$ cat config.mk
export PLATFORM = sky130hd
export DESIGN_NAME = cpu8_ram
export DESIGN_NICKNAME = d
export VERILOG_FILES = /design/src/cpu8_ram.sv
export SDC_FILE = /design/constraint.sdc
export NUM_CORES = 2
export LEC_CHECK = 0
export BUFFER_PORTS_ARGS = -buffer_cell sky130_fd_sc_hd__buf_2
export CAP_MARGIN = 30
export CORE_UTILIZATION = 55
export CTS_CLUSTER_SIZE = 8
export DETAILED_ROUTE_END_ITERATION = 8
export PLACE_DENSITY = 0.73
export SETUP_SLACK_MARGIN = 0.02
export SLEW_MARGIN = 20
export SYNTH_ARGS = -nofsm -noshare
export SYNTH_HDL_FRONTEND = slang
export SYNTH_SLANG_ARGS = --single-unit
$ cat constraint.sdc
create_clock -name clk -period 2.3 [get_ports clk]
set_input_delay 0.115 -clock clk [delete_from_list [all_inputs] [get_ports clk]]
set_output_delay 0.115 -clock clk [all_outputs]
set_load 0.01 [all_outputs]
$ cat src/cpu8_ram.sv
module cpu8_ram #(
  parameter int WIDTH = 8,
  parameter int DEPTH = 256
) (
  input  logic                     clk,
  input  logic                     we,
  input  logic [$clog2(DEPTH)-1:0] addr,
  input  logic [WIDTH-1:0]         wr_data,
  output logic [WIDTH-1:0]         rd_data
);

  logic [WIDTH-1:0] mem [DEPTH];
  logic [WIDTH-1:0] rdata_r;

  always_ff @(posedge clk) begin
    if (we) begin
      mem[addr] <= wr_data;
    end
    rdata_r <= mem[addr];
  end

  assign rd_data = rdata_r;

endmodule

==> flow_summary.yaml <==
synthesis:
  synth.top_cell.area_share_pct: 78.3
  yosys.area_share.xor_xnor_pct: 0
  ys_seq_area_share_pct: 78.6
  synth.most_common_cell: "edfxtp_1"
  syn-cell-area_um2: 78500
  synth.area.top_cells: "edfxtp_1 78%, mux4_2 15%, a22oi_1 2.4%"
  synth_top_family_by_area: "multiplexers"
  synthSimpleGateAreaFrac_pct: 1.73
  syn_avg_cell_area_um2: 22.1
  ys_warn_count: 0
  synth.area.mux_share_pct: 14.7
  async_flop_share_pct: 0
  synthesis.nets: 3565
  synth_fa_ha_area_share_pct: 0
  synth-seq-cells: 2056
  synth_top_flop_cell: "edfxtp_1"
  synth_edf_count: 2048
  synth-compound-area-share_pct: 3.62
  synth_top_cell_by_area: "edfxtp_1"
  synth_common_cells: "2,048 x edfxtp_1, 512 x mux4_2, 256 x a22oi_1"
  syn_inst: 3547
  synth_cell_type_count: 22
final_layout:
  final_layout_size_suffix_gt1_share_pct: 35.8
  fillers: 8530
  fin_area_um2: 94500
  regArea_um2: 61700
  finalNetCount: 4310
  area_growth_pct: 20.4
  multi_input_area_um2: 16200
clock_tree:
  cts.clk_slew.worst_paths_ns: 0.05
  cts_made_buffers: 307
  clkSinkCount: 2056
  clock-root-buffer: "clkbuf_16"
  post-cts-setup-buffer-count: 0
  cts_tree: "done"
  htree_levels: 5
  worstSkewPairLatency_ns: 0.90
  clk_path_buf_depth: 4
detailed_routing:
  drcViolationCount: 0
  vias_per_cell: 6.65
  wl_per_cell_um: 32.1
  vias: 41500
  dr.pass1.iters: 5
  routed_wl_mm: 200
  antenna_left: 0
  drt_iter0_markers: 5546
setup_path:
  path_max_fanout: 1
  critPathLaunchType: "register"
  end_kind: "register"
  required_ns: 3.05
  crit_type: "reg2reg"
  crit_arrival_ns: 3.01
floorplanning:
  die_x_um: 380
  num_rows: 138
  io_pins: 26
  die-area_um2: 144000
  start_util_pct: 55.4
  core_um2: 142000
  fp.dieH_um: 380
flow_run:
  cap_violations: 0
placed_design:
  gp_congestion: 0.877
  dp_slack_ns: -0.916
  placed_area_um2: 85900
  dpl.hpwl_mm: 119
  portBuffers: 25
power_and_ir_drop:
  power_frac_comb_pct: 4.8
  p_int_uw: 67100
  ir_drop_uv: 679
  p_sw_share_pct: 20.4
  power.clock.fraction_pct: 46.0
  power_density_nw_per_um2: 892
  sequentialPowerShare_pct: 49.2
  power.switching_uw: 17200
  p_total_uw: 84300
  p_leak_uw: 0.0305
status:
  outcome: "complete, no violations"
sta:
  timing.fmax_mhz: 441
  tightest_slew_ns: 0.975
  finalClockSkew_ns: 0.0540
  fin_crit_sh_pct: 98.5
  post-route-worst-setup-slack_ns: 0.0345
  whs_ns: 0.167
  fin_setup_tns_ns: 0
  period_needed_ns: 2.27
  slew_headroom_pct: 34.8
  drv_slew: 0
  finalSetupViolCount: 0
  finalHoldViolations: 0
global_route:
  grt_max_degree: 110
  grtUsageTotal_pct: 28.0
  grt_pass1_vias: 42500
  antenna_found_initial: 5
  grt_pass1_wl_mm: 291
  grt_remaining_overflow: 0
worst_hold_path:
  hold_class: "in2reg"
## cells in the final DEF (no fill, tap or decap), types with 2 or more instances in the layout
| master | instances |
|---|---|
| a21oi_1 | 116 |
| a21oi_2 | 12 |
| a22oi_1 | 237 |
| a22oi_2 | 19 |
| and2_1 | 2 |
| buf_12 | 90 |
| buf_2 | 16 |
| buf_4 | 538 |
| buf_8 | 2 |
| clkbuf_1 | 42 |
| clkbuf_16 | 314 |
| clkbuf_8 | 8 |
| dfxtp_1 | 8 |
| dlygate4sd3_1 | 14 |
| edfxtp_1 | 2048 |
| inv_6 | 5 |
| mux4_2 | 512 |
| nand2_1 | 28 |
| nand2b_1 | 4 |
| nand2b_2 | 2 |
| nand3_1 | 13 |
| nand4_1 | 8 |
| nor2_1 | 227 |
| nor2_2 | 4 |
| nor2b_1 | 5 |
| nor2b_4 | 2 |
| nor3_1 | 29 |
| o41ai_1 | 7 |
| o41ai_2 | 18 |
| o41ai_4 | 7 |
| or2_2 | 2 |
## power by group through the flow
stage / clock network, µW / registers [µW] / logic (µW)
2_1_floorplan: 0 / 42100 / 1840
3_3_place_gp: 0 / 42100 / 3840
3_5_place_dp: 0 / 42200 / 3920
4_1_cts: 39100 / 41500 / 4050
5_1_grt: 40600 / 41400 / 4250
6_report: 38800 / 41500 / 4090
## critical path, stage by stage, from the launching register on
cell	delay [ns]
edfxtp_1	0.39
mux4_2	0.49
a22oi_1	0.29
a21oi_1	0.18
o41ai_2	0.48
buf_4	0.20
nand4_1	0.09
## state kept, by name, summed over array words and instances, names as in the netlist
register	cells
mem	2048
rd_data	8
## cells by family after synthesis
kind of cell / after synthesis
buffers and inverters: 233
multiplexers: 512
flip-flops: 2056
AND/OR/NAND/NOR: 330
AO/OA/AOI/OAI: 416
## worst paths after layout
check,startpoint,to,slack (ns),cells past startpoint
worst max-delay path,mem[58][4],rd_data[4],0.03,6
worst min-delay path,addr[2],mem[149][2],0.17,5
worst max register to register,mem[58][4],rd_data[4],0.03,6
worst min register to register,mem[182][7],rd_data[7],1.14,6
## cell type report
class                           instances  share of cell area, %
Antenna cell                            1                0.00265
Clock buffer                          356                   8.48
Clock inverter                          7                 0.0728
Inverter                                1                0.00397
Multi-Input combinational cell       1258                   17.1
Sequential cell                      2056                   65.2
Tap cell                             1890                   2.50
Timing Repair Buffer                  668                   6.56
## repair_timing
action,4_1_cts,5_1_grt
hold endpoints to repair,767,0
setup endpoints to repair,8,7
pin swaps,11,9
hold buffers,14,0
resized for setup,38,20
## per-stage QoR
stage	cells	utilization [%]
finish	6237	66.7
global route	6236	66.7
global placement	5854	60.6
detailed placement	5857	60.7
CTS	6234	66.7
floorplan	3547	-
## layer usage
metal / wire, µm / track usage (%) / vias to the layer above
met5: 37 / 0 / -
li1: - / - / 16500
met1: 73400 / 38.5 / 21800
met2: 96900 / 44.0 / 2745
met3: 22500 / 6.51 / 446
met4: 7620 / 10.6 / 6
Power figures use the tool's default switching activity.
