==> config.mk <==
export PLATFORM = sky130hd
export DESIGN_NAME = cpu8_ctrl
export DESIGN_NICKNAME = d
export VERILOG_FILES = /design/src/cpu8_pkg.sv /design/src/cpu8_ctrl.sv
export SDC_FILE = /design/constraint.sdc
export NUM_CORES = 1
export LEC_CHECK = 0
export BUFFER_PORTS_ARGS = -buffer_cell sky130_fd_sc_hd__buf_2
export CORE_MARGIN = 4
export CORE_UTILIZATION = 53
export CTS_CLUSTER_DIAMETER = 150
export DETAILED_ROUTE_END_ITERATION = 10
export PLACE_DENSITY = 0.8
export SLEW_MARGIN = 20
export SYNTH_ARGS = -nofsm -noshare
export SYNTH_HDL_FRONTEND = slang
export SYNTH_SLANG_ARGS = --single-unit
==> constraint.sdc <==
create_clock -name clk -period 2.15 [get_ports clk]
set_input_delay 0.1075 -clock clk [delete_from_list [all_inputs] [get_ports clk]]
set_output_delay 0.1075 -clock clk [all_outputs]
set_load 0.02 [all_outputs]
==> src/cpu8_pkg.sv <==
package cpu8_pkg;

  localparam int MEM_DEPTH = 65536;

  // request codes
  localparam logic [1:0] CMD_WRITE = 2'd0;
  localparam logic [1:0] CMD_READ  = 2'd1;
  localparam logic [1:0] CMD_STEP  = 2'd2;
  localparam logic [1:0] CMD_RESET = 2'd3;

  localparam logic [15:0] VEC_RESET_LO = 16'hFFFC;
  localparam logic [15:0] VEC_RESET_HI = 16'hFFFD;
  localparam logic [7:0]  STACK_PAGE   = 8'h01;
  localparam logic [7:0]  SP_INIT      = 8'hFD;
  localparam logic [7:0]  P_MASK       = 8'hCF;
  localparam logic [7:0]  P_BRK_BITS   = 8'h30;

  localparam int PF_N = 7;
  localparam int PF_V = 6;
  localparam int PF_D = 3;
  localparam int PF_I = 2;
  localparam int PF_Z = 1;
  localparam int PF_C = 0;

  typedef enum logic [3:0] {
    AM_IMP, AM_IMM, AM_ZP, AM_ZPX, AM_ABS, AM_ABSX, AM_ABSY, AM_INDX, AM_INDY, AM_REL
  } amode_t;

  typedef enum logic [3:0] {
    CL_IMP, CL_READ, CL_STORE, CL_RMW, CL_PUSH, CL_PULL, CL_JSR, CL_RTS, CL_RTI,
    CL_JMP, CL_JMPI, CL_BR, CL_BAD
  } cls_t;

  typedef enum logic [5:0] {
    OP_NOP, OP_BIT, OP_TAX, OP_TXA, OP_DEX, OP_INX, OP_TAY, OP_TYA, OP_DEY, OP_INY,
    OP_INC, OP_DEC, OP_AND, OP_ORA, OP_ASLA, OP_ASL, OP_ROL, OP_ADC, OP_SBC,
    OP_TXS, OP_TSX, OP_PHA, OP_PLA, OP_PHP, OP_PLP, OP_BR, OP_CMP, OP_CPX, OP_CPY,
    OP_LDA, OP_LDX, OP_LDY, OP_STA, OP_STX, OP_STY,
    OP_CLC, OP_SEC, OP_CLI, OP_SEI, OP_CLV, OP_CLD, OP_SED
  } aluop_t;

  typedef struct packed {
    amode_t mode;
    cls_t   cls;
    aluop_t op;
  } dec_t;

  typedef enum logic [2:0] {
    AS_PC, AS_EA, AS_EA_NEXT, AS_STK, AS_HOST, AS_VEC_LO, AS_VEC_HI
  } asel_t;

  typedef enum logic [2:0] {
    WS_HOST, WS_STORE, WS_PUSH, WS_RES, WS_PCH, WS_PCL
  } wsel_t;

  typedef enum logic [2:0] {
    PC_KEEP, PC_INC, PC_LOHI, PC_LOHI_INC, PC_EA
  } pcop_t;

  typedef enum logic [2:0] {
    EA_KEEP, EA_LO, EA_ZP, EA_ZPX, EA_ABS, EA_ABSX, EA_ABSY
  } eaop_t;

  typedef enum logic [1:0] {
    SP_KEEP, SP_INC, SP_DEC, SP_RESET
  } spop_t;

  // controller -> datapath
  typedef struct packed {
    asel_t asel;
    logic  mem_we;
    wsel_t wsel;
    pcop_t pc_op;
    eaop_t ea_op;
    spop_t sp_op;
    logic  op_load;
    logic  exec;
    logic  host_load;
    logic  rdb_clr;
    logic  rdb_load;
    logic  vec_rst;
    logic  out_load;
    logic  bad_opc;
  } ctl_cmd_t;

  // datapath -> controller
  typedef struct packed {
    amode_t mode;
    cls_t   cls;
  } ctl_stat_t;

  function automatic dec_t decode(input logic [7:0] opc);
    dec_t d;
    d = '{AM_IMP, CL_BAD, OP_NOP};
    unique case (opc)
      8'h24: d = '{AM_ZP,   CL_READ,  OP_BIT};
      8'h2C: d = '{AM_ABS,  CL_READ,  OP_BIT};
      8'hEA: d = '{AM_IMP,  CL_IMP,   OP_NOP};
      8'hAA: d = '{AM_IMP,  CL_IMP,   OP_TAX};
      8'h8A: d = '{AM_IMP,  CL_IMP,   OP_TXA};
      8'hCA: d = '{AM_IMP,  CL_IMP,   OP_DEX};
      8'hE8: d = '{AM_IMP,  CL_IMP,   OP_INX};
      8'hA8: d = '{AM_IMP,  CL_IMP,   OP_TAY};
      8'h98: d = '{AM_IMP,  CL_IMP,   OP_TYA};
      8'h88: d = '{AM_IMP,  CL_IMP,   OP_DEY};
      8'hC8: d = '{AM_IMP,  CL_IMP,   OP_INY};
      8'hE6: d = '{AM_ZP,   CL_RMW,   OP_INC};
      8'hF6: d = '{AM_ZPX,  CL_RMW,   OP_INC};
      8'hEE: d = '{AM_ABS,  CL_RMW,   OP_INC};
      8'hFE: d = '{AM_ABSX, CL_RMW,   OP_INC};
      8'hC6: d = '{AM_ZP,   CL_RMW,   OP_DEC};
      8'hD6: d = '{AM_ZPX,  CL_RMW,   OP_DEC};
      8'hCE: d = '{AM_ABS,  CL_RMW,   OP_DEC};
      8'hDE: d = '{AM_ABSX, CL_RMW,   OP_DEC};
      8'h29: d = '{AM_IMM,  CL_READ,  OP_AND};
      8'h25: d = '{AM_ZP,   CL_READ,  OP_AND};
      8'h09: d = '{AM_IMM,  CL_READ,  OP_ORA};
      8'h05: d = '{AM_ZP,   CL_READ,  OP_ORA};
      8'h0D: d = '{AM_ABS,  CL_READ,  OP_ORA};
      8'h0A: d = '{AM_IMP,  CL_IMP,   OP_ASLA};
      8'h06: d = '{AM_ZP,   CL_RMW,   OP_ASL};
      8'h26: d = '{AM_ZP,   CL_RMW,   OP_ROL};
      8'h69: d = '{AM_IMM,  CL_READ,  OP_ADC};
      8'h65: d = '{AM_ZP,   CL_READ,  OP_ADC};
      8'h75: d = '{AM_ZPX,  CL_READ,  OP_ADC};
      8'h6D: d = '{AM_ABS,  CL_READ,  OP_ADC};
      8'h7D: d = '{AM_ABSX, CL_READ,  OP_ADC};
      8'h79: d = '{AM_ABSY, CL_READ,  OP_ADC};
      8'h61: d = '{AM_INDX, CL_READ,  OP_ADC};
      8'h71: d = '{AM_INDY, CL_READ,  OP_ADC};
      8'hE9: d = '{AM_IMM,  CL_READ,  OP_SBC};
      8'hE5: d = '{AM_ZP,   CL_READ,  OP_SBC};
      8'hE1: d = '{AM_INDX, CL_READ,  OP_SBC};
      8'hF1: d = '{AM_INDY, CL_READ,  OP_SBC};
      8'h9A: d = '{AM_IMP,  CL_IMP,   OP_TXS};
      8'hBA: d = '{AM_IMP,  CL_IMP,   OP_TSX};
      8'h48: d = '{AM_IMP,  CL_PUSH,  OP_PHA};
      8'h68: d = '{AM_IMP,  CL_PULL,  OP_PLA};
      8'h08: d = '{AM_IMP,  CL_PUSH,  OP_PHP};
      8'h28: d = '{AM_IMP,  CL_PULL,  OP_PLP};
      8'h20: d = '{AM_ABS,  CL_JSR,   OP_NOP};
      8'h60: d = '{AM_IMP,  CL_RTS,   OP_NOP};
      8'h40: d = '{AM_IMP,  CL_RTI,   OP_PLP};
      8'h4C: d = '{AM_ABS,  CL_JMP,   OP_NOP};
      8'h6C: d = '{AM_ABS,  CL_JMPI,  OP_NOP};
      8'h10, 8'h30, 8'h50, 8'h70, 8'h90, 8'hB0, 8'hD0, 8'hF0:
             d = '{AM_REL,  CL_BR,    OP_BR};
      8'hC9: d = '{AM_IMM,  CL_READ,  OP_CMP};
      8'hC5: d = '{AM_ZP,   CL_READ,  OP_CMP};
      8'hCD: d = '{AM_ABS,  CL_READ,  OP_CMP};
      8'hE0: d = '{AM_IMM,  CL_READ,  OP_CPX};
      8'hC0: d = '{AM_IMM,  CL_READ,  OP_CPY};
      8'hA9: d = '{AM_IMM,  CL_READ,  OP_LDA};
      8'hA5: d = '{AM_ZP,   CL_READ,  OP_LDA};
      8'hB5: d = '{AM_ZPX,  CL_READ,  OP_LDA};
      8'hAD: d = '{AM_ABS,  CL_READ,  OP_LDA};
      8'hBD: d = '{AM_ABSX, CL_READ,  OP_LDA};
      8'hB9: d = '{AM_ABSY, CL_READ,  OP_LDA};
      8'hA1: d = '{AM_INDX, CL_READ,  OP_LDA};
      8'hB1: d = '{AM_INDY, CL_READ,  OP_LDA};
      8'hA2: d = '{AM_IMM,  CL_READ,  OP_LDX};
      8'hA6: d = '{AM_ZP,   CL_READ,  OP_LDX};
      8'hA0: d = '{AM_IMM,  CL_READ,  OP_LDY};
      8'hA4: d = '{AM_ZP,   CL_READ,  OP_LDY};
      8'h85: d = '{AM_ZP,   CL_STORE, OP_STA};
      8'h95: d = '{AM_ZPX,  CL_STORE, OP_STA};
      8'h8D: d = '{AM_ABS,  CL_STORE, OP_STA};
      8'h9D: d = '{AM_ABSX, CL_STORE, OP_STA};
      8'h99: d = '{AM_ABSY, CL_STORE, OP_STA};
      8'h81: d = '{AM_INDX, CL_STORE, OP_STA};
      8'h91: d = '{AM_INDY, CL_STORE, OP_STA};
      8'h86: d = '{AM_ZP,   CL_STORE, OP_STX};
      8'h8E: d = '{AM_ABS,  CL_STORE, OP_STX};
      8'h84: d = '{AM_ZP,   CL_STORE, OP_STY};
      8'h18: d = '{AM_IMP,  CL_IMP,   OP_CLC};
      8'h38: d = '{AM_IMP,  CL_IMP,   OP_SEC};
      8'h58: d = '{AM_IMP,  CL_IMP,   OP_CLI};
      8'h78: d = '{AM_IMP,  CL_IMP,   OP_SEI};
      8'hB8: d = '{AM_IMP,  CL_IMP,   OP_CLV};
      8'hD8: d = '{AM_IMP,  CL_IMP,   OP_CLD};
      8'hF8: d = '{AM_IMP,  CL_IMP,   OP_SED};
      default: d = '{AM_IMP, CL_BAD, OP_NOP};
    endcase
    return d;
  endfunction

endpackage

==> src/cpu8_ctrl.sv <==
module cpu8_ctrl (
  input  logic                clk,
  input  logic                rst_n,
  input  logic                in_valid,
  output logic                in_stall,
  input  logic [1:0]          in_command,
  output logic                out_valid,
  input  logic                out_stall,
  input  cpu8_pkg::ctl_stat_t stat,
  output cpu8_pkg::ctl_cmd_t  cmd
);
  import cpu8_pkg::*;

  typedef enum logic [4:0] {
    S_IDLE, S_START, S_HRD, S_VLO, S_VHI, S_OPC, S_DISP, S_OP1, S_OP2, S_JSR,
    S_PTR, S_PTR2, S_PTR3, S_EA, S_MEM, S_WB, S_PL1, S_PL2,
    S_RLO_RD, S_RLO, S_RHI_RD, S_RHI, S_DONE
  } state_t;

  state_t     state_r, state_nxt;
  logic [1:0] cmd_r;
  logic       bad_r, bad_nxt, out_valid_r, accept;

  assign in_stall  = (state_r != S_IDLE);
  assign accept    = in_valid && !in_stall;
  assign out_valid = out_valid_r;

  always_comb begin
    cmd       = '{AS_PC, 1'b0, WS_HOST, PC_KEEP, EA_KEEP, SP_KEEP,
                  1'b0, 1'b0, 1'b0, 1'b0, 1'b0, 1'b0, 1'b0, 1'b0};
    cmd.bad_opc = bad_r;
    state_nxt = state_r;
    bad_nxt   = bad_r;

    unique case (state_r)
      S_IDLE: begin
        if (accept) begin
          cmd.host_load = 1'b1;
          bad_nxt       = 1'b0;
          state_nxt     = S_START;
        end
      end
      S_START: begin
        cmd.rdb_clr = 1'b1;
        unique case (cmd_r)
          CMD_WRITE: begin
            cmd.asel = AS_HOST; cmd.wsel = WS_HOST; cmd.mem_we = 1'b1;
            state_nxt = S_DONE;
          end
          CMD_READ: begin
            cmd.asel = AS_HOST; state_nxt = S_HRD;
          end
          CMD_RESET: begin
            cmd.asel = AS_VEC_LO; state_nxt = S_VLO;
          end
          default: begin
            cmd.asel = AS_PC; cmd.pc_op = PC_INC; state_nxt = S_OPC;
          end
        endcase
      end
      S_HRD: begin
        cmd.rdb_load = 1'b1; state_nxt = S_DONE;
      end
      S_VLO: begin
        cmd.ea_op = EA_LO; cmd.asel = AS_VEC_HI; state_nxt = S_VHI;
      end
      S_VHI: begin
        cmd.pc_op = PC_LOHI; cmd.sp_op = SP_RESET; cmd.vec_rst = 1'b1;
        state_nxt = S_DONE;
      end
      S_OPC: begin
        cmd.op_load = 1'b1; state_nxt = S_DISP;
      end
      S_DISP: begin
        priority case (stat.cls)
          CL_BAD:  begin bad_nxt = 1'b1; state_nxt = S_DONE; end
          CL_IMP:  begin cmd.exec = 1'b1; state_nxt = S_DONE; end
          CL_PUSH: begin
            cmd.asel = AS_STK; cmd.wsel = WS_PUSH; cmd.mem_we = 1'b1;
            cmd.sp_op = SP_DEC; state_nxt = S_DONE;
          end
          CL_PULL, CL_RTI: begin cmd.sp_op = SP_INC; state_nxt = S_PL1; end
          CL_RTS:  begin cmd.sp_op = SP_INC; state_nxt = S_RLO_RD; end
          default: begin
            cmd.asel = AS_PC; cmd.pc_op = PC_INC; state_nxt = S_OP1;
          end
        endcase
      end
      S_OP1: begin
        priority case (stat.mode)
          AM_IMM, AM_REL: begin cmd.exec = 1'b1; state_nxt = S_DONE; end
          AM_ZP:   begin cmd.ea_op = EA_ZP;  state_nxt = S_EA; end
          AM_ZPX:  begin cmd.ea_op = EA_ZPX; state_nxt = S_EA; end
          AM_INDX: begin cmd.ea_op = EA_ZPX; state_nxt = S_PTR; end
          AM_INDY: begin cmd.ea_op = EA_ZP;  state_nxt = S_PTR; end
          default: begin
            cmd.ea_op = EA_LO; cmd.asel = AS_PC; cmd.pc_op = PC_INC;
            state_nxt = S_OP2;
          end
        endcase
      end
      S_OP2: begin
        priority if (stat.cls == CL_JMP) begin
          cmd.pc_op = PC_LOHI; state_nxt = S_DONE;
        end else if (stat.cls == CL_JSR) begin
          cmd.ea_op = EA_ABS; cmd.asel = AS_STK; cmd.wsel = WS_PCH;
          cmd.mem_we = 1'b1; cmd.sp_op = SP_DEC; state_nxt = S_JSR;
        end else if (stat.cls == CL_JMPI) begin
          cmd.ea_op = EA_ABS; state_nxt = S_PTR;
        end else if (stat.mode == AM_ABSX) begin
          cmd.ea_op = EA_ABSX; state_nxt = S_EA;
        end else if (stat.mode == AM_ABSY) begin
          cmd.ea_op = EA_ABSY; state_nxt = S_EA;
        end else begin
          cmd.ea_op = EA_ABS; state_nxt = S_EA;
        end
      end
      S_JSR: begin
        cmd.asel = AS_STK; cmd.wsel = WS_PCL; cmd.mem_we = 1'b1;
        cmd.sp_op = SP_DEC; cmd.pc_op = PC_EA; state_nxt = S_DONE;
      end
      S_PTR: begin
        cmd.asel = AS_EA; state_nxt = S_PTR2;
      end
      S_PTR2: begin
        cmd.ea_op = EA_LO; cmd.asel = AS_EA_NEXT; state_nxt = S_PTR3;
      end
      S_PTR3: begin
        priority if (stat.cls == CL_JMPI) begin
          cmd.pc_op = PC_LOHI; state_nxt = S_DONE;
        end else if (stat.mode == AM_INDY) begin
          cmd.ea_op = EA_ABSY; state_nxt = S_EA;
        end else begin
          cmd.ea_op = EA_ABS; state_nxt = S_EA;
        end
      end
      S_EA: begin
        cmd.asel = AS_EA;
        if (stat.cls == CL_STORE) begin
          cmd.wsel = WS_STORE; cmd.mem_we = 1'b1; state_nxt = S_DONE;
        end else begin
          state_nxt = S_MEM;
        end
      end
      S_MEM: begin
        cmd.exec  = 1'b1;
        state_nxt = (stat.cls == CL_RMW) ? S_WB : S_DONE;
      end
      S_WB: begin
        cmd.asel = AS_EA; cmd.wsel = WS_RES; cmd.mem_we = 1'b1; state_nxt = S_DONE;
      end
      S_PL1: begin
        cmd.asel = AS_STK; state_nxt = S_PL2;
      end
      S_PL2: begin
        cmd.exec = 1'b1;
        if (stat.cls == CL_RTI) begin
          cmd.sp_op = SP_INC; state_nxt = S_RLO_RD;
        end else begin
          state_nxt = S_DONE;
        end
      end
      S_RLO_RD: begin
        cmd.asel = AS_STK; state_nxt = S_RLO;
      end
      S_RLO: begin
        cmd.ea_op = EA_LO; cmd.sp_op = SP_INC; state_nxt = S_RHI_RD;
      end
      S_RHI_RD: begin
        cmd.asel = AS_STK; state_nxt = S_RHI;
      end
      S_RHI: begin
        cmd.pc_op = (stat.cls == CL_RTS) ? PC_LOHI_INC : PC_LOHI;
        state_nxt = S_DONE;
      end
      S_DONE: begin
        if (!out_valid_r || !out_stall) begin
          cmd.out_load = 1'b1; state_nxt = S_IDLE;
        end
      end
      default: state_nxt = S_IDLE;
    endcase
  end

  always_ff @(posedge clk) begin
    if (!rst_n) begin
      state_r     <= S_IDLE;
      cmd_r       <= CMD_WRITE;
      bad_r       <= 1'b0;
      out_valid_r <= 1'b0;
    end else begin
      state_r <= state_nxt;
      bad_r   <= bad_nxt;
      if (accept) begin
        cmd_r <= in_command;
      end
      if (cmd.out_load) begin
        out_valid_r <= 1'b1;
      end else if (!out_stall) begin
        out_valid_r <= 1'b0;
      end
    end
  end

  a_no_write_idle: assert property (@(posedge clk) disable iff (!rst_n)
    (state_r == S_IDLE) |-> !cmd.mem_we)
    else $error("memory write while idle");

  a_result_not_overwritten: assert property (@(posedge clk) disable iff (!rst_n)
    cmd.out_load |-> (!out_valid_r || !out_stall))
    else $error("result register overwritten while held");

  a_accept_no_early_result: assert property (@(posedge clk) disable iff (!rst_n)
    accept |=> !cmd.out_load)
    else $error("result loaded in cycle after accept");

  a_bad_only_on_step: assert property (@(posedge clk) disable iff (!rst_n)
    (cmd.out_load && bad_r) |-> (cmd_r == CMD_STEP))
    else $error("bad opcode flagged on host request");

endmodule
==> flow_summary.yaml <==
status:
  status: "finished clean"
drt:
  wire_per_inst_um: 16.9
  drc: 0
  wl_um: 4790
  drt_iter0_markers: 102
  ant_nets: 0
  via_count: 1840
  drt_pass1_iterations: 5
  via_per_inst: 6.50
sta:
  finalHoldViolCount: 0
  fin_skew_ns: 0.00211
  finalHoldWorstSlack_ns: 0.0976
  period_minus_slack_ns: 2.06
  fin_crit_sh_pct: 95.6
  setup_tns_ns: 0
  rsz0062_at_grt: "no"
  timing.fmax_mhz: 486
  setup_violations: 0
  drv_slew: 0
  tightest_slew_ns: 0.470
  max-slew-margin-rel_pct: 68.4
pwr:
  p_per_area_nw_per_um2: 924
  vdd_drop_max_mv: 0.782
  power_leakage_nw: 0.754
  power.total_mw: 1.58
layout:
  fin_area_um2: 1710
  fill_cells: 234
  synthToLayoutAreaGrowth_pct: 23.2
  antennaDiodeCount: 0
  utilization_pct: 68.6
  fin_nets: 268
  drive_gt1_share_pct: 28.9
  seqCellArea_um2: 185
  multi_input_area_um2: 1110
global_routing:
  grt_pass1_vias: 1702
  antenna_found_initial: 0
  grt_max_degree: 18
  grt_util_all_layers_pct: 29.2
  grt_first_pass_wirelength_um: 7900
  grt_overflow: 0
yosys:
  synth_area_um2: 1390
  synth_nets: 228
  syn_inst: 214
  yosys_register_bits: 9
  synthArstFlopShare_pct: 0
  synth-edff-count: 0
  synth_cell_types: 57
  synth-seq-area-share_pct: 12.9
  syn_avg_cell_area_um2: 6.50
  synthFlopType: "dfxtp_1"
  yosysWarnings: 0
clocking:
  cts-hold-fix-buffers: 0
  clkLatencyLatePin_ns: 0.26
  path_clk_slew_ns: 0.06
  root_buffer: "clkbuf_4"
  cts_made_buffers: 3
  cts.sink_count: 9
  cts_htree_levels: 1
  clockBufferDepth: 2
  postCtsSetupBuffers: 0
  cts_tree: "done"
floorplan:
  coreArea_um2: 2500
  start_util_pct: 55.7
  rows: 18
  ios: 39
  die-area_um2: 3510
  die_x_um: 59.2
  die_y_um: 59.2
critical_path:
  cp_max_fo: 14
  endpoint_kind: "output pin"
  critPathArrivalTime_ns: 1.95
  critPathKind: "reg2out"
  startpoint_type: "flip-flop"
  crit_required_ns: 2.04
job:
  maxCapViolCount: 0
placement:
  portBuffers: 38
  hpwl_um: 3820
  gp_congestion: 1.01
  place_area_um2: 1650
worst_hold_path:
  hold_path_class: "in2reg"
-- synthesized netlist by cell type (4+ instances only) --
cell	n	area share, %
nand2_1	12	3.2
nor2b_1	7	3.1
o32ai_1	5	3.1
o21ai_0	7	2.5
inv_1	7	1.9
buf_2	6	2.2
nor2_1	37	10
o22ai_1	4	1.8
nand3_1	6	2.2
a21oi_1	14	5.0
o31a_1	4	2.5
dfxtp_1	9	13
nand3b_1	5	2.7
a31oi_1	5	2.2
clkbuf_1	10	2.7
nor3_1	8	2.9
o21ai_1	4	1.4
nand2b_1	8	3.6
-- what timing repair did --
item | in CTS | in global routing
gates resized for setup | 2 | 9
setup endpoints to repair | 1 | 9
pin swaps | 0 | 0
-- critical path: stages (launching register included) --
cell     delay (ns)
dfxtp_1        0.35
buf_4          0.19
or3_4          0.39
or4_4          0.51
nand3_1        0.09
buf_2          0.16
-- metrics by stage --
stage	setup WS [ns]	std cells
final	0.0942	283
after global routing	0.0332	283
after CTS	0.00709	283
after detailed placement	0.269	279
after global placement	0.257	279
after floorplan	0.319	214
-- routing by layer --
metal / vias up / GRT usage [%] / part of all wire [%]
met2: 119 / 44.3 / 45
met4: 0 / 19.7 / 3.9
li1: 877 / - / -
met5: - / 0 / 0
met3: 25 / 3.92 / 11
met1: 819 / 38.1 / 40
-- worst paths after layout --
kind | start | to | slack, ns | cells past startpoint
setup / recovery | state_r[3] | cmd[19] | 0.09 | 5
hold / removal | in_command[1] | cmd_r[1] | 0.1 | 3
setup reg to reg | state_r[3] | state_r[2] | 0.26 | 6
hold reg to reg | bad_r | bad_r | 0.51 | 2
-- where the power goes --
part / leakage, nW / internal, mW / switching (mW)
logic: 0.664 / 0.452 / 0.690
clock network: 0.0150 / 0.0717 / 0.0615
registers: 0.0749 / 0.212 / 0.0963
-- final cells by class --
type / instances / share of cell area, %
clock buffers: 4 / 1.53
inverters: 8 / 1.75
multi-input cells: 176 / 64.7
flip-flops and latches: 9 / 10.8
well taps: 30 / 2.19
repair buffers: 56 / 19.0
-- registers in the layout (all words and copies together) (netlist names) --
signal     count
cmd_r          2
bad_r          1
out_valid      1
state_r        5
-- logic make-up after synthesis --
kind of cell | after synthesis | share of synthesized area [%]
DFF | 9 | 12.9
buffers and inverters | 29 | 9.44
and+or+nand+nor | 102 | 38.0
xor gates and xnor gates | 1 | 0.630
muxes | 3 | 2.16
AOI/OAI and AO/OA | 70 | 36.9
-- cells in the final DEF (no fill, tap or decap), types with 5 or more instances in the layout --
cell,instances
inv_1,7
nand3b_1,5
dfxtp_1,5
nand2_1,12
buf_2,38
nor2_1,36
nand2b_1,8
nand3_1,6
o32ai_1,5
nor3_1,7
o21ai_0,7
buf_4,18
a31oi_1,5
nor2b_1,7
a21oi_1,14
(Power assumes the default switching activity.)
